===== config.mk =====
export PLATFORM = sky130hd
export DESIGN_NAME = per_class_bounded_deque_top
export DESIGN_NICKNAME = d
export VERILOG_FILES = /design/src/design/pcbd_pkg.sv /design/src/design/pcbd_ram.sv /design/src/design/pcbd_front.sv /design/src/design/pcbd_back.sv /design/src/design/per_class_bounded_deque_top.sv
export SDC_FILE = /design/constraint.sdc
export NUM_CORES = 2
export LEC_CHECK = 0
export BUFFER_PORTS_ARGS = -buffer_cell sky130_fd_sc_hd__buf_4
export CAP_MARGIN = 15
export CORE_ASPECT_RATIO = 0.9
export CORE_MARGIN = 2
export CORE_UTILIZATION = 40
export CTS_CLUSTER_DIAMETER = 30
export CTS_CLUSTER_SIZE = 14
export DETAILED_ROUTE_END_ITERATION = 8
export PLACE_DENSITY = 0.64
export REMOVE_ABC_BUFFERS = 1
export SLEW_MARGIN = 20
export SYNTH_ARGS = -nofsm -noshare
export SYNTH_HDL_FRONTEND = slang
export SYNTH_HIERARCHICAL = 1
export SYNTH_MEMORY_MAX_BITS = 65536
export SYNTH_SLANG_ARGS = --single-unit

===== constraint.sdc =====
create_clock -name clk -period 6.27 [get_ports clk]
set_input_delay 0.3135 -clock clk [delete_from_list [all_inputs] [get_ports clk]]
set_output_delay 0.3135 -clock clk [all_outputs]
set_load 0.02 [all_outputs]

===== src/design/pcbd_pkg.sv =====
// Package: payload types, field widths and status codes of the per-class deque bank.
`timescale 1ns / 1ps
package pcbd_pkg;

  localparam int ID_W    = 16;
  localparam int CLS_W   = 5;
  localparam int LIM_W   = 4;
  localparam int CNT_W   = 4;
  localparam int STAT_W  = 2;

  localparam logic [STAT_W-1:0] ST_ADDED = 2'd0;
  localparam logic [STAT_W-1:0] ST_FULL  = 2'd1;
  localparam logic [STAT_W-1:0] ST_TAKEN = 2'd2;
  localparam logic [STAT_W-1:0] ST_EMPTY = 2'd3;

  localparam logic MODE_ADD  = 1'b0;
  localparam logic MODE_TAKE = 1'b1;

  localparam logic [LIM_W-1:0] LIMIT_RESET = 4'd5;

  typedef struct packed {
    logic             mode;
    logic [CLS_W-1:0] class_index;
    logic             urgent;
    logic [ID_W-1:0]  item_id;
  } in_item_t;

  typedef struct packed {
    logic [STAT_W-1:0] status;
    logic [ID_W-1:0]   taken_id;
    logic              taken_urgent;
    logic [CNT_W-1:0]  class_count;
  } out_item_t;

  typedef struct packed {
    in_item_t item;
    logic     oor;
  } op_t;

endpackage


===== src/design/pcbd_ram.sv =====
// Generic single-write, single-read RAM with registered read data.
`timescale 1ns / 1ps
module pcbd_ram #(
  parameter int WIDTH = 8,
  parameter int DEPTH = 16,
  parameter int AW    = (DEPTH > 1) ? $clog2(DEPTH) : 1
) (
  input  logic             clk,
  input  logic             we,
  input  logic [AW-1:0]    waddr,
  input  logic [WIDTH-1:0] wdata,
  input  logic             re,
  input  logic [AW-1:0]    raddr,
  output logic [WIDTH-1:0] rdata
);

  logic [WIDTH-1:0] mem [DEPTH];
  logic [WIDTH-1:0] rdata_r;

  always_ff @(posedge clk) begin
    if (we) begin
      mem[waddr] <= wdata;
    end
    if (re) begin
      rdata_r <= mem[raddr];
    end
  end

  assign rdata = rdata_r;

endmodule


===== src/design/pcbd_front.sv =====
// Front end: accept operations, flag out-of-range classes, buffer them in a two-entry queue.
`timescale 1ns / 1ps
module pcbd_front import pcbd_pkg::*; #(
  parameter int NUM_CLASSES = 32
) (
  input  logic     clk,
  input  logic     rst_n,
  input  logic     in_valid,
  output logic     in_ready,
  input  in_item_t in_data,
  output logic     q_valid,
  output op_t      q_data,
  input  logic     q_pop
);

  op_t        q_mem_r [2];
  logic       wr_ptr_r, wr_ptr_nxt;
  logic       rd_ptr_r, rd_ptr_nxt;
  logic [1:0] cnt_r, cnt_nxt;
  logic       push;
  op_t        op_in;

  assign in_ready = (cnt_r != 2'd2);
  assign push     = in_valid && in_ready;
  assign q_valid  = (cnt_r != 2'd0);
  assign q_data   = q_mem_r[rd_ptr_r];

  always_comb begin
    op_in.item = in_data;
    op_in.oor  = (int'(in_data.class_index) >= NUM_CLASSES);
  end

  always_comb begin
    wr_ptr_nxt = push ? ~wr_ptr_r : wr_ptr_r;
    rd_ptr_nxt = q_pop ? ~rd_ptr_r : rd_ptr_r;
    cnt_nxt    = cnt_r;
    if (push && !q_pop) begin
      cnt_nxt = cnt_r + 2'd1;
    end else if (!push && q_pop) begin
      cnt_nxt = cnt_r - 2'd1;
    end
  end

  always_ff @(posedge clk) begin
    if (!rst_n) begin
      wr_ptr_r <= 1'b0;
      rd_ptr_r <= 1'b0;
      cnt_r    <= 2'd0;
    end else begin
      wr_ptr_r <= wr_ptr_nxt;
      rd_ptr_r <= rd_ptr_nxt;
      cnt_r    <= cnt_nxt;
    end
  end

  always_ff @(posedge clk) begin
    if (push) begin
      q_mem_r[wr_ptr_r] <= op_in;
    end
  end

endmodule


===== src/design/pcbd_back.sv =====
// Back end: per-class head and count lookup, entry store access, result register.
`timescale 1ns / 1ps
module pcbd_back import pcbd_pkg::*; #(
  parameter int NUM_CLASSES = 32,
  parameter int QUEUE_DEPTH = 8
) (
  input  logic             clk,
  input  logic             rst_n,
  input  logic [LIM_W-1:0] queue_limit,
  input  logic             q_valid,
  input  op_t              q_data,
  output logic             q_pop,
  output logic             out_valid,
  input  logic             out_ready,
  output out_item_t        out_data
);

  localparam int CLW = (NUM_CLASSES > 1) ? $clog2(NUM_CLASSES) : 1;
  localparam int PW  = (QUEUE_DEPTH > 1) ? $clog2(QUEUE_DEPTH) : 1;
  localparam int CW  = $clog2(QUEUE_DEPTH + 1);
  localparam int MW  = PW + CW;
  localparam int EW  = ID_W + 1;
  localparam int NE  = NUM_CLASSES * QUEUE_DEPTH;
  localparam int EAW = (NE > 1) ? $clog2(NE) : 1;

  localparam logic [1:0] S_IDLE = 2'd0;
  localparam logic [1:0] S_META = 2'd1;
  localparam logic [1:0] S_DATA = 2'd2;

  logic [1:0]             state_r, state_nxt;
  op_t                    op_r;
  logic [CW-1:0]          cnt_hold_r;
  logic [NUM_CLASSES-1:0] vld_r;
  logic                   out_valid_r;
  out_item_t              out_item_r, out_item_nxt;
  logic                   out_load, out_free;

  logic [CLW-1:0] cls_idx, rd_cls_idx;
  logic [MW-1:0]  meta_rdata, meta_wdata;
  logic           meta_we;
  logic [PW-1:0]  head, head_inc, head_dec, head_new, slot;
  logic [PW:0]    tail_sum;
  logic [CW-1:0]  n, n_new;
  logic           full, add_ok, take_hit, proceed;
  logic [EAW-1:0] ent_base, ent_addr;
  logic           ent_we, ent_re;
  logic [EW-1:0]  ent_rdata;

  assign cls_idx    = CLW'(op_r.item.class_index);
  assign rd_cls_idx = CLW'(q_data.item.class_index);
  assign out_free   = !out_valid_r || out_ready;
  assign q_pop      = (state_r == S_IDLE) && q_valid;

  pcbd_ram #(.WIDTH(MW), .DEPTH(NUM_CLASSES), .AW(CLW)) u_meta_ram (
    .clk   (clk),
    .we    (meta_we),
    .waddr (cls_idx),
    .wdata (meta_wdata),
    .re    (q_pop),
    .raddr (rd_cls_idx),
    .rdata (meta_rdata)
  );

  pcbd_ram #(.WIDTH(EW), .DEPTH(NE), .AW(EAW)) u_entry_ram (
    .clk   (clk),
    .we    (ent_we),
    .waddr (ent_addr),
    .wdata ({op_r.item.urgent, op_r.item.item_id}),
    .re    (ent_re),
    .raddr (ent_addr),
    .rdata (ent_rdata)
  );

  always_comb begin
    head = vld_r[cls_idx] ? meta_rdata[MW-1:CW] : '0;
    n    = vld_r[cls_idx] ? meta_rdata[CW-1:0] : '0;

    head_inc = (head == PW'(QUEUE_DEPTH - 1)) ? '0 : head + PW'(1);
    head_dec = (head == '0) ? PW'(QUEUE_DEPTH - 1) : head - PW'(1);
    tail_sum = {1'b0, head} + (PW + 1)'(n);
    if (tail_sum >= (PW + 1)'(QUEUE_DEPTH)) begin
      tail_sum = tail_sum - (PW + 1)'(QUEUE_DEPTH);
    end

    full     = (int'(n) >= int'(queue_limit)) || (int'(n) >= QUEUE_DEPTH);
    add_ok   = !op_r.oor && (op_r.item.mode == MODE_ADD) && !full;
    take_hit = !op_r.oor && (op_r.item.mode == MODE_TAKE) && (n != '0);

    head_new = head;
    slot     = head;
    n_new    = n;
    if (add_ok) begin
      n_new = n + CW'(1);
      if (op_r.item.urgent) begin
        head_new = head_dec;
        slot     = head_dec;
      end else begin
        slot = tail_sum[PW-1:0];
      end
    end else if (take_hit) begin
      head_new = head_inc;
      n_new    = n - CW'(1);
    end

    ent_base   = EAW'(cls_idx) * EAW'(QUEUE_DEPTH);
    ent_addr   = ent_base + EAW'(slot);
    meta_wdata = {head_new, n_new};

    proceed = (state_r == S_META) && (take_hit || out_free);
    meta_we = proceed && (add_ok || take_hit);
    ent_we  = proceed && add_ok;
    ent_re  = (state_r == S_META) && take_hit;
  end

  always_comb begin
    state_nxt    = state_r;
    out_load     = 1'b0;
    out_item_nxt = '0;
    case (state_r)
      S_IDLE: begin
        if (q_valid) begin
          state_nxt = S_META;
        end
      end
      S_META: begin
        if (take_hit) begin
          state_nxt = S_DATA;
        end else if (out_free) begin
          out_load  = 1'b1;
          state_nxt = S_IDLE;
          if (op_r.oor) begin
            out_item_nxt.status = (op_r.item.mode == MODE_TAKE) ? ST_EMPTY : ST_FULL;
          end else begin
            if (op_r.item.mode == MODE_TAKE) begin
              out_item_nxt.status = ST_EMPTY;
            end else begin
              out_item_nxt.status = add_ok ? ST_ADDED : ST_FULL;
            end
            out_item_nxt.class_count = CNT_W'(n_new);
          end
        end
      end
      S_DATA: begin
        if (out_free) begin
          out_load                  = 1'b1;
          state_nxt                 = S_IDLE;
          out_item_nxt.status       = ST_TAKEN;
          out_item_nxt.taken_id     = ent_rdata[ID_W-1:0];
          out_item_nxt.taken_urgent = ent_rdata[ID_W];
          out_item_nxt.class_count  = CNT_W'(cnt_hold_r);
        end
      end
      default: begin
        state_nxt = S_IDLE;
      end
    endcase
  end

  always_ff @(posedge clk) begin
    if (!rst_n) begin
      state_r     <= S_IDLE;
      out_valid_r <= 1'b0;
      vld_r       <= '0;
    end else begin
      state_r <= state_nxt;
      if (out_load) begin
        out_valid_r <= 1'b1;
      end else if (out_ready) begin
        out_valid_r <= 1'b0;
      end
      if (meta_we) begin
        vld_r[cls_idx] <= 1'b1;
      end
    end
  end

  always_ff @(posedge clk) begin
    if (q_pop) begin
      op_r <= q_data;
    end
    if (ent_re) begin
      cnt_hold_r <= n_new;
    end
    if (out_load) begin
      out_item_r <= out_item_nxt;
    end
  end

  assign out_valid = out_valid_r;
  assign out_data  = out_item_r;

  a_data_after_meta: assert property (@(posedge clk) disable iff (!rst_n)
    (state_r == S_DATA) |-> ($past(state_r) == S_META || $past(state_r) == S_DATA))
    else $error("entry read stage entered without lookup");

  a_taken_from_data: assert property (@(posedge clk) disable iff (!rst_n)
    (state_r == S_DATA && out_free) |=> (out_valid_r && out_item_r.status == ST_TAKEN))
    else $error("taken result not delivered from entry read");

  a_meta_write_stage: assert property (@(posedge clk) disable iff (!rst_n)
    (meta_we || ent_we) |-> (state_r == S_META && !op_r.oor))
    else $error("store written outside lookup stage or for bad class");

  a_no_overwrite: assert property (@(posedge clk) disable iff (!rst_n)
    out_load |-> out_free)
    else $error("result register overwritten while held");

endmodule


===== src/design/per_class_bounded_deque_top.sv =====
// Top level: per-class bounded deque bank with limit register, front queue and back end.
//
//  channel | ports                          | transfer
//  --------+--------------------------------+-----------------------------------
//  in      | in_valid, in_ready, in_data    | one add or take operation
//  out     | out_valid, out_ready, out_data | one result per operation, in order
//  cfg     | cfg_valid, cfg_ready, cfg_data | queue_limit write, always ready
//
//  In the back end, an add, a rejected add or an empty take passes through the registered
//  read of the head/count RAM only; a take that finds an entry passes through that read,
//  then the registered read of the entry RAM. The front queue holds two operations.
//  Reset clears per-class valid flops at once; no clearing pass, entry store is not reset.
//  A held result stalls the back end only; the front keeps accepting until its queue fills.
`timescale 1ns / 1ps
module per_class_bounded_deque_top import pcbd_pkg::*; #(
  parameter int NUM_CLASSES = 32,
  parameter int QUEUE_DEPTH = 8
) (
  input  logic             clk,
  input  logic             rst_n,
  input  logic             in_valid,
  output logic             in_ready,
  input  in_item_t         in_data,
  output logic             out_valid,
  input  logic             out_ready,
  output out_item_t        out_data,
  input  logic             cfg_valid,
  output logic             cfg_ready,
  input  logic [LIM_W-1:0] cfg_data
);

  logic [LIM_W-1:0] queue_limit_r;
  logic             q_valid, q_pop;
  op_t              q_data;

  assign cfg_ready = 1'b1;

  always_ff @(posedge clk) begin
    if (!rst_n) begin
      queue_limit_r <= LIMIT_RESET;
    end else if (cfg_valid && cfg_ready) begin
      queue_limit_r <= cfg_data;
    end
  end

  pcbd_front #(.NUM_CLASSES(NUM_CLASSES)) u_front (
    .clk      (clk),
    .rst_n    (rst_n),
    .in_valid (in_valid),
    .in_ready (in_ready),
    .in_data  (in_data),
    .q_valid  (q_valid),
    .q_data   (q_data),
    .q_pop    (q_pop)
  );

  pcbd_back #(.NUM_CLASSES(NUM_CLASSES), .QUEUE_DEPTH(QUEUE_DEPTH)) u_back (
    .clk         (clk),
    .rst_n       (rst_n),
    .queue_limit (queue_limit_r),
    .q_valid     (q_valid),
    .q_data      (q_data),
    .q_pop       (q_pop),
    .out_valid   (out_valid),
    .out_ready   (out_ready),
    .out_data    (out_data)
  );

endmodule


### Word level (Yosys, flattened, before mapping)

Memories as Yosys holds them, arrays and structs flattened. A register that Yosys moved wholly into a read port is not among the register bits.
Cells that the tools add are included.

* RAM bits: 4622
* input port bits: 32
* memories kept: 3
* register bits after elaboration: 94
* output and inout port bits: 26
* word-level logic and storage cells: 119

Memory list
* u_back.u_entry_ram.mem: depth 256, width 17, read ports 1, clocked after memory_dff 1, wr ports 1, RTL line pcbd_ram.sv:17 `logic [WIDTH-1:0] mem [DEPTH];`
* u_back.u_meta_ram.mem: depth 32, width 7, read ports 1, clocked after memory_dff 1, wr ports 1, RTL line pcbd_ram.sv:17
* u_front.q_mem_r: depth 2, width 23, read ports 1, clocked after memory_dff 1, wr ports 1, RTL line pcbd_front.sv:16 `op_t q_mem_r [2];`

* magnitude comparators: 5
* bitwise gates (word level): 4
* muxes and demuxes: 47
* add/sub/neg operators: 9
* reductions and logical operators: 29
* equality and inequality tests: 5

Operators with widths (number)
* $or A32 B32 Y32: 1
* $mux W3: 9
* $mux W4: 6
* $mux W23: 1
* $mux W2: 10
* $mux W1: 15
* $logic_and A1 B1 Y1: 13
* $add A8 B3 Y8: 1
* $ge A4 B4 Y1 const B: 2
* $pmux W4 S2: 1
* $lt A5 B6 Y1 const B: 1
* $pmux W2 S3: 1
* $reduce_bool A2 Y1: 3
* $sub A3 B1 Y3 const B: 2
* $bmux W1 S5: 1
* $demux W1 S5: 1
* $ge A5 B1 Y1 const B: 1
* $logic_not A1 Y1: 5
* $add A3 B4 Y4: 1
* $add A4 B1 Y4 const B: 1
* $ge A4 B4 Y1: 1
* $logic_or A1 B1 Y1: 4
* $pmux W2 S2: 1
* $reduce_bool A4 Y1: 1
* other kinds (14): 16

### Logic depth before layout (Yosys ltp)

* depth after elaboration: 13
* depth in mapped cells: 30
* mapped depth without buffers: 20

### Cells and area by module

The synthesis kept the hierarchy.

By module, submodules not included
* pcbd_ram at u_back.u_entry_ram: cells each 7797, seq. area each 131195.8 um^2, instances 1, area an instance 169874.2 um^2
* pcbd_ram at u_back.u_meta_ram: cells each 370, seq. area each 6936.7 um^2, instances 1, area an instance 8903.5 um^2
* pcbd_back: cells each 370, seq. area each 2232.1 um^2, instances 1, area an instance 4091.4 um^2
* pcbd_front: cells each 97, seq. area each 1481.4 um^2, instances 1, area an instance 1908.1 um^2
* per_class_bounded_deque_top: cells each 15, seq. area each 80.1 um^2, instances 1, area an instance 156.4 um^2

### Worst setup path after synthesis

Ideal clock, no wire load.

* kind: register to register
* start: reg u_back/op_r[17] in the netlist's numbering
* end: mem u_back/u_entry_ram/mem[119][0] in the netlist's numbering (enable)
* library setup time: 390 ps
* period minus slack after synthesis: 6340 ps
* arrival time: 5949 ps
* cell stages (with the launch flop): 12
* required time: 5880 ps
* setup slack: -70 ps
* path through: edfxtp_1 > clkbuf_1 > inv_1 > o22ai_1 > o21ai_0 > o21ai_0 > clkbuf_1 > nor2b_1 > clkbuf_1 > nand4_1 > clkbuf_1 > nor2_1

* longest elaborated chain between the ends: 3

RTL lines
* start, declared: RTL line pcbd_back.sv:31 `op_t op_r;`
* start signal, assigned: RTL line pcbd_back.sv:179 `op_r <= q_data;`
* $mux W3: RTL line pcbd_back.sv:94 `if (op_r.item.urgent) begin`
* $mux W3: RTL line pcbd_back.sv:92 `if (add_ok) begin`
* $add A8 B3 Y8: RTL line pcbd_back.sv:106 `ent_addr = ent_base + EAW'(slot);`
* named net u_back.ent_addr[2]: RTL line pcbd_back.sv:45 `logic [EAW-1:0] ent_base, ent_addr;`
* end, declared: RTL line pcbd_ram.sv:17

The timed path passes the listed nets, and every way through them passes these cells.

### Final worst setup path

* start: reg u_back.op_r (netlist bit u_back/cls_idx[0])
* end: reg u_back.u_entry_ram.rdata_r[0], in the netlist u_back/u_entry_ram/rdata[0] (read register of u_back.u_entry_ram.mem) (data pin)

* longest elaborated chain between the ends: 9
* elaborated cells between the ends (all ways): 22
* those cells by class: add/sub: 4; order compare: 3; mux: 8; reduce/logical: 7

RTL lines
* $bmux W1 S5 *: RTL line pcbd_back.sv:75, pcbd_back.sv:76
* $mux W1 (implied by the code) *: RTL line pcbd_back.sv:75, pcbd_back.sv:76
* $mux W3 / $mux W4 (equally long branches): RTL line pcbd_back.sv:75, pcbd_back.sv:76
* $add A3 B4 Y4 / $ge A4 B4 Y1 (equally long branches): RTL line pcbd_back.sv:80, pcbd_back.sv:85
* $ge A4 B4 Y1, or another cell as far along: RTL line pcbd_back.sv:81 `if (tail_sum >= (PW + 1)'(QUEUE_DEPTH)) begin`
* $mux W3 / $logic_not A1 Y1 (equally long branches): RTL line pcbd_back.sv:81, pcbd_back.sv:86
* $mux W3 / $logic_and A1 B1 Y1 (equally long branches): RTL line pcbd_back.sv:94, pcbd_back.sv:86
* $mux W3 *: RTL line pcbd_back.sv:92
* $add A8 B3 Y8 *: RTL line pcbd_back.sv:106
* named net u_back.ent_addr[0]: RTL line pcbd_back.sv:45
* end, declared: RTL line pcbd_ram.sv:18 `logic [WIDTH-1:0] rdata_r;`

The timed path passes the listed nets; every way through them passes the cells marked *. The select of a mux whose other input is x is not followed.
A chain may end at the register's enable or synchronous reset.

==> metrics.md <==
| Metric | Value |
|---|---|
| Outcome | finished with violations |
| Violated checks | negative setup slack |
| Area leader, netlist | edfxtp_1 |
| Post-Syn Instances | ~8,600 |
| Total power | 0.135 W |
| Vias per inst | 5.88 |
| Max Slew Vio Count | 0 |
| Layout cell share with drive strength beyond 1 | 35.6% |
| WS Path Type | flip-flop to flip-flop |
| Final period utilization | 101% |
| CP required | 7.10 ns |
| Detailed placer's ending HPWL | ~320 mm |
| CTS tree | built |
| Hold Path Sink | u_front/q_mem_r[0][0] |
| GRT overflow | 0 |
| Post-synth EDFFs | 4,697 |
| H-tree depth | 6 |
| Reg2Reg Depth | 27 |
| Worst min path class | primary input to flip-flop |
| Area contributors post-synth | edfxtp_1 (76%), mux4_2 (12%), mux2i_1 (2.9%) |
| Slew Limit Headroom | 16.2% |
| Warnings, synthesis | 6 |
| Avg WL per Cell | slightly above 30 microns |
| Initial antenna violation count | 21 |
| Fillers | 35,496 |
| Vias in the first global route | between 90,000 and 100k |
| Flop and latch count out of synthesis | 4,741 |
| Nets@finish | 10,272 |
| Peak VDD IR | 0.000482 V |
| Hold depth | 2 |
| First DRT Iteration DRCs | 14,519 |
| Layout area overhead | 24.9% |
| CP Data Arrival Time | 7.15 ns |
| Worst r2r dst | u_back/u_entry_ram/rdata[0] |
| Final WL | 528 mm |
| Ys flop type | edfxtp_1 |
| First-pass GRT wire length | ~740 mm |
| Period minus WS final | 6.32 ns |
| Initial core utilization | 40.2% |
| Die ar. | between 400,000 and 500,000 sq um |
| DRC viols | 0 |
| Worst slew pin tran | 1.26 ns |
| Die X | 721 microns |
| Reg-to-reg setup timing slack | -0.05 ns |
| Final worst slack | -0.0486 ns |
| Synth top area share | roughly three quarters |
| Setup crit start | u_back/cls_idx[0] |
| Via count | between 90,000 and 100k |
| Num rows | approximately 240 |
| Worst Setup End Kind | flip-flop |
| Clock latency on the worst-skew pair | 1.11 ns |
| DR pass1 iterations | 7 |
| Max clock buf depth | 4 |
| GP Congestion | 0.925 |
| Multi-input gate area | 40,600 sq um |
| CP Max Fanout | 8 |
| Synth Cell Area | about 180,000 sq um |
| Global-route usage over all layers | 21.9% |
| Pin count of the biggest net entering global routing | 201 |
| CTS Root Cell | clkbuf_16 |
| Number of port buffers | between 50 and 60 |
| Fin. Hold Viols | 0 |
| FF/Latch Area | 142,000 sq um |
| Worst r2r src | u_back/cls_idx[0] |
| PwrDens | 584 nW/um^2 |
| Share of the yosys chip area belonging to registers | about three quarters |
| RSZ-0062 raised after global routing | true |
| CORE AREA | approximately 460,000 sq um |
| Synth async-reset ratio | 0% |
| Top Ports | 58 |
| Critical path startpoint category | flip-flop |
| Final ANT Viol Nets | 0 |
| Worst hold slack | 0.0693 ns |
| Clock slew at reported path FFs | 0.06 ns |
| P_leak | 74.2 nW |
| Hold_sp | in_data[0] |
| Worst Skew | 0.0903 ns |
| Syn avg cell area | 21.4 sq um |
| Final setup viols | 2 |
| Die height | 649 microns |
| Most frequent cells after synthesis | edfxtp_1 (4,697), mux4_2 (968), mux2i_1 (528) |
| CTS Buf Count | 751 |
| # clock sinks | 4,741 |
| Distinct cells, synth | 96 |
| Fmax | 158 MHz |
| Max Cap Violations | 0 |
| Top-count cell post-synth | edfxtp_1 |
state kept, by name (all words and copies together) (netlist names), 2 cells and up, named ones only:
name	count
u_back/u_meta_ram/mem	224
u_back/vld_r	32
u_back/op_r	19
u_back/out_data	23
u_back/u_meta_ram/rdata	7
u_front/q_mem_r	46
u_front/cnt_r	2
queue_limit_r	4
u_back/u_entry_ram/mem	4352
u_back/cnt_hold_r	4
u_back/cls_idx	5
u_back/u_entry_ram/rdata	17
u_back/state_r	2
cells by family after synthesis:
kind of cell / synth area share, %
flip-flops: 76.7
buffers and inverters: 2.13
AND/OR/NAND/NOR: 2.51
multiplexers: 15.6
adder cells (fa/ha/maj): 0.112
AO/OA/AOI/OAI: 2.84
XOR/XNOR: 0.0379
other: 0.00406
worst max-delay path: stages (launching register included):
cell      delay (ns)
edfxtp_1        0.42
mux4_2          0.55
and2_4          0.18
nor4_4          0.25
o21ai_2         0.13
buf_6           0.15
buf_6           0.12
nand2_4         0.07
inv_4           0.04
ha_4            0.23
a211oi_4        0.24
o21a_1          0.20
o211ai_1        0.15
nand2_2         0.15
o211ai_1        0.16
o21ai_4         0.17
buf_12          0.22
buf_16          0.19
buf_8           0.15
buf_6           0.11
buf_4           0.10
mux4_2          0.50
mux4_2          0.50
a22o_1          0.31
a31oi_1         0.19
buf_4           0.17
nor3b_1         0.32
a311oi_1        0.09
through the flow:
stage / setup slack (ns) / instance area (sq um) / TNS (ns) / util [%] / cells
2_1_floorplan: -195.08 / 181000 / - / - / 8141
3_3_place_gp: -1.89 / 202000 / -351.42 / 44.0 / 15398
3_5_place_dp: -1.10 / 202000 / -167.49 / 44.0 / 15401
4_1_cts: -0.0218 / 229000 / -0.0411 / 49.9 / 16889
5_1_grt: -0.159 / 231000 / -1.32 / 50.2 / 16939
6_report: -0.0486 / 231000 / -0.0827 / 50.2 / 16948
final cells by class:
type	instances	area share, %
clock buffers	827	8.35
flip-flops and latches	4741	61.5
well taps	6069	3.29
diodes	12	0.0130
multi-input cells	3374	17.6
clock inverters	569	2.80
inverters	26	0.0498
repair buffers	1330	6.47
metal layers:
metal,vias to the layer above,wire length [microns],GRT usage [%]
met2,6210,239000,32.8
met3,900,64300,6.00
met1,52664,207000,31.2
met4,6,17400,7.16
met5,-,36,0
li1,39938,-,-
power breakdown:
part	total (W)	switching [W]	internal [W]
registers	0.0400	0.000209	0.0398
clock network	0.0417	0.0153	0.0264
logic	0.0530	0.0309	0.0222
total	0.135	0.0464	0.0884
what timing repair did:
action                                 4_1_cts  5_1_grt
endpoints found under the hold margin      136        0
gates cloned                                 3       12
gates resized for setup                     70      145
pin swaps                                   18       37
setup endpoints to repair                 1057      278
buffers inserted                            25       34
hold buffers                                66        0
layout by cell type (no fill, tap or decap), types with 85 or more instances in the layout:
| master | count |
|---|---|
| edfxtp_1 | 4697 |
| mux4_2 | 970 |
| buf_4 | 867 |
| clkbuf_16 | 772 |
| mux2i_1 | 526 |
| buf_12 | 316 |
| nand2_1 | 248 |
| nor2_1 | 191 |
| o22ai_1 | 179 |
| nor2_2 | 160 |
| o221ai_1 | 124 |
| a21oi_1 | 110 |
| nor3_1 | 106 |
| clkinv_1 | 97 |
| bufinv_16 | 96 |
| clkinv_2 | 95 |
| clkinvlp_4 | 89 |
| inv_6 | 85 |
worst max path at each step:
stage / slack [ns] / to
3_3_place_gp: -1.89 / u_back/u_entry_ram/rdata[0]
3_5_place_dp: -1.10 / u_back/u_entry_ram/rdata[16]
6_report: -0.05 / u_back/u_entry_ram/rdata[0]
2_1_floorplan: -195.08 / u_back/u_entry_ram/mem[187][0]
5_1_grt: -0.16 / u_back/u_entry_ram/rdata[1]
4_1_cts: -0.02 / u_back/u_entry_ram/rdata[0]
No activity file was read; power rests on OpenSTA's default activity.
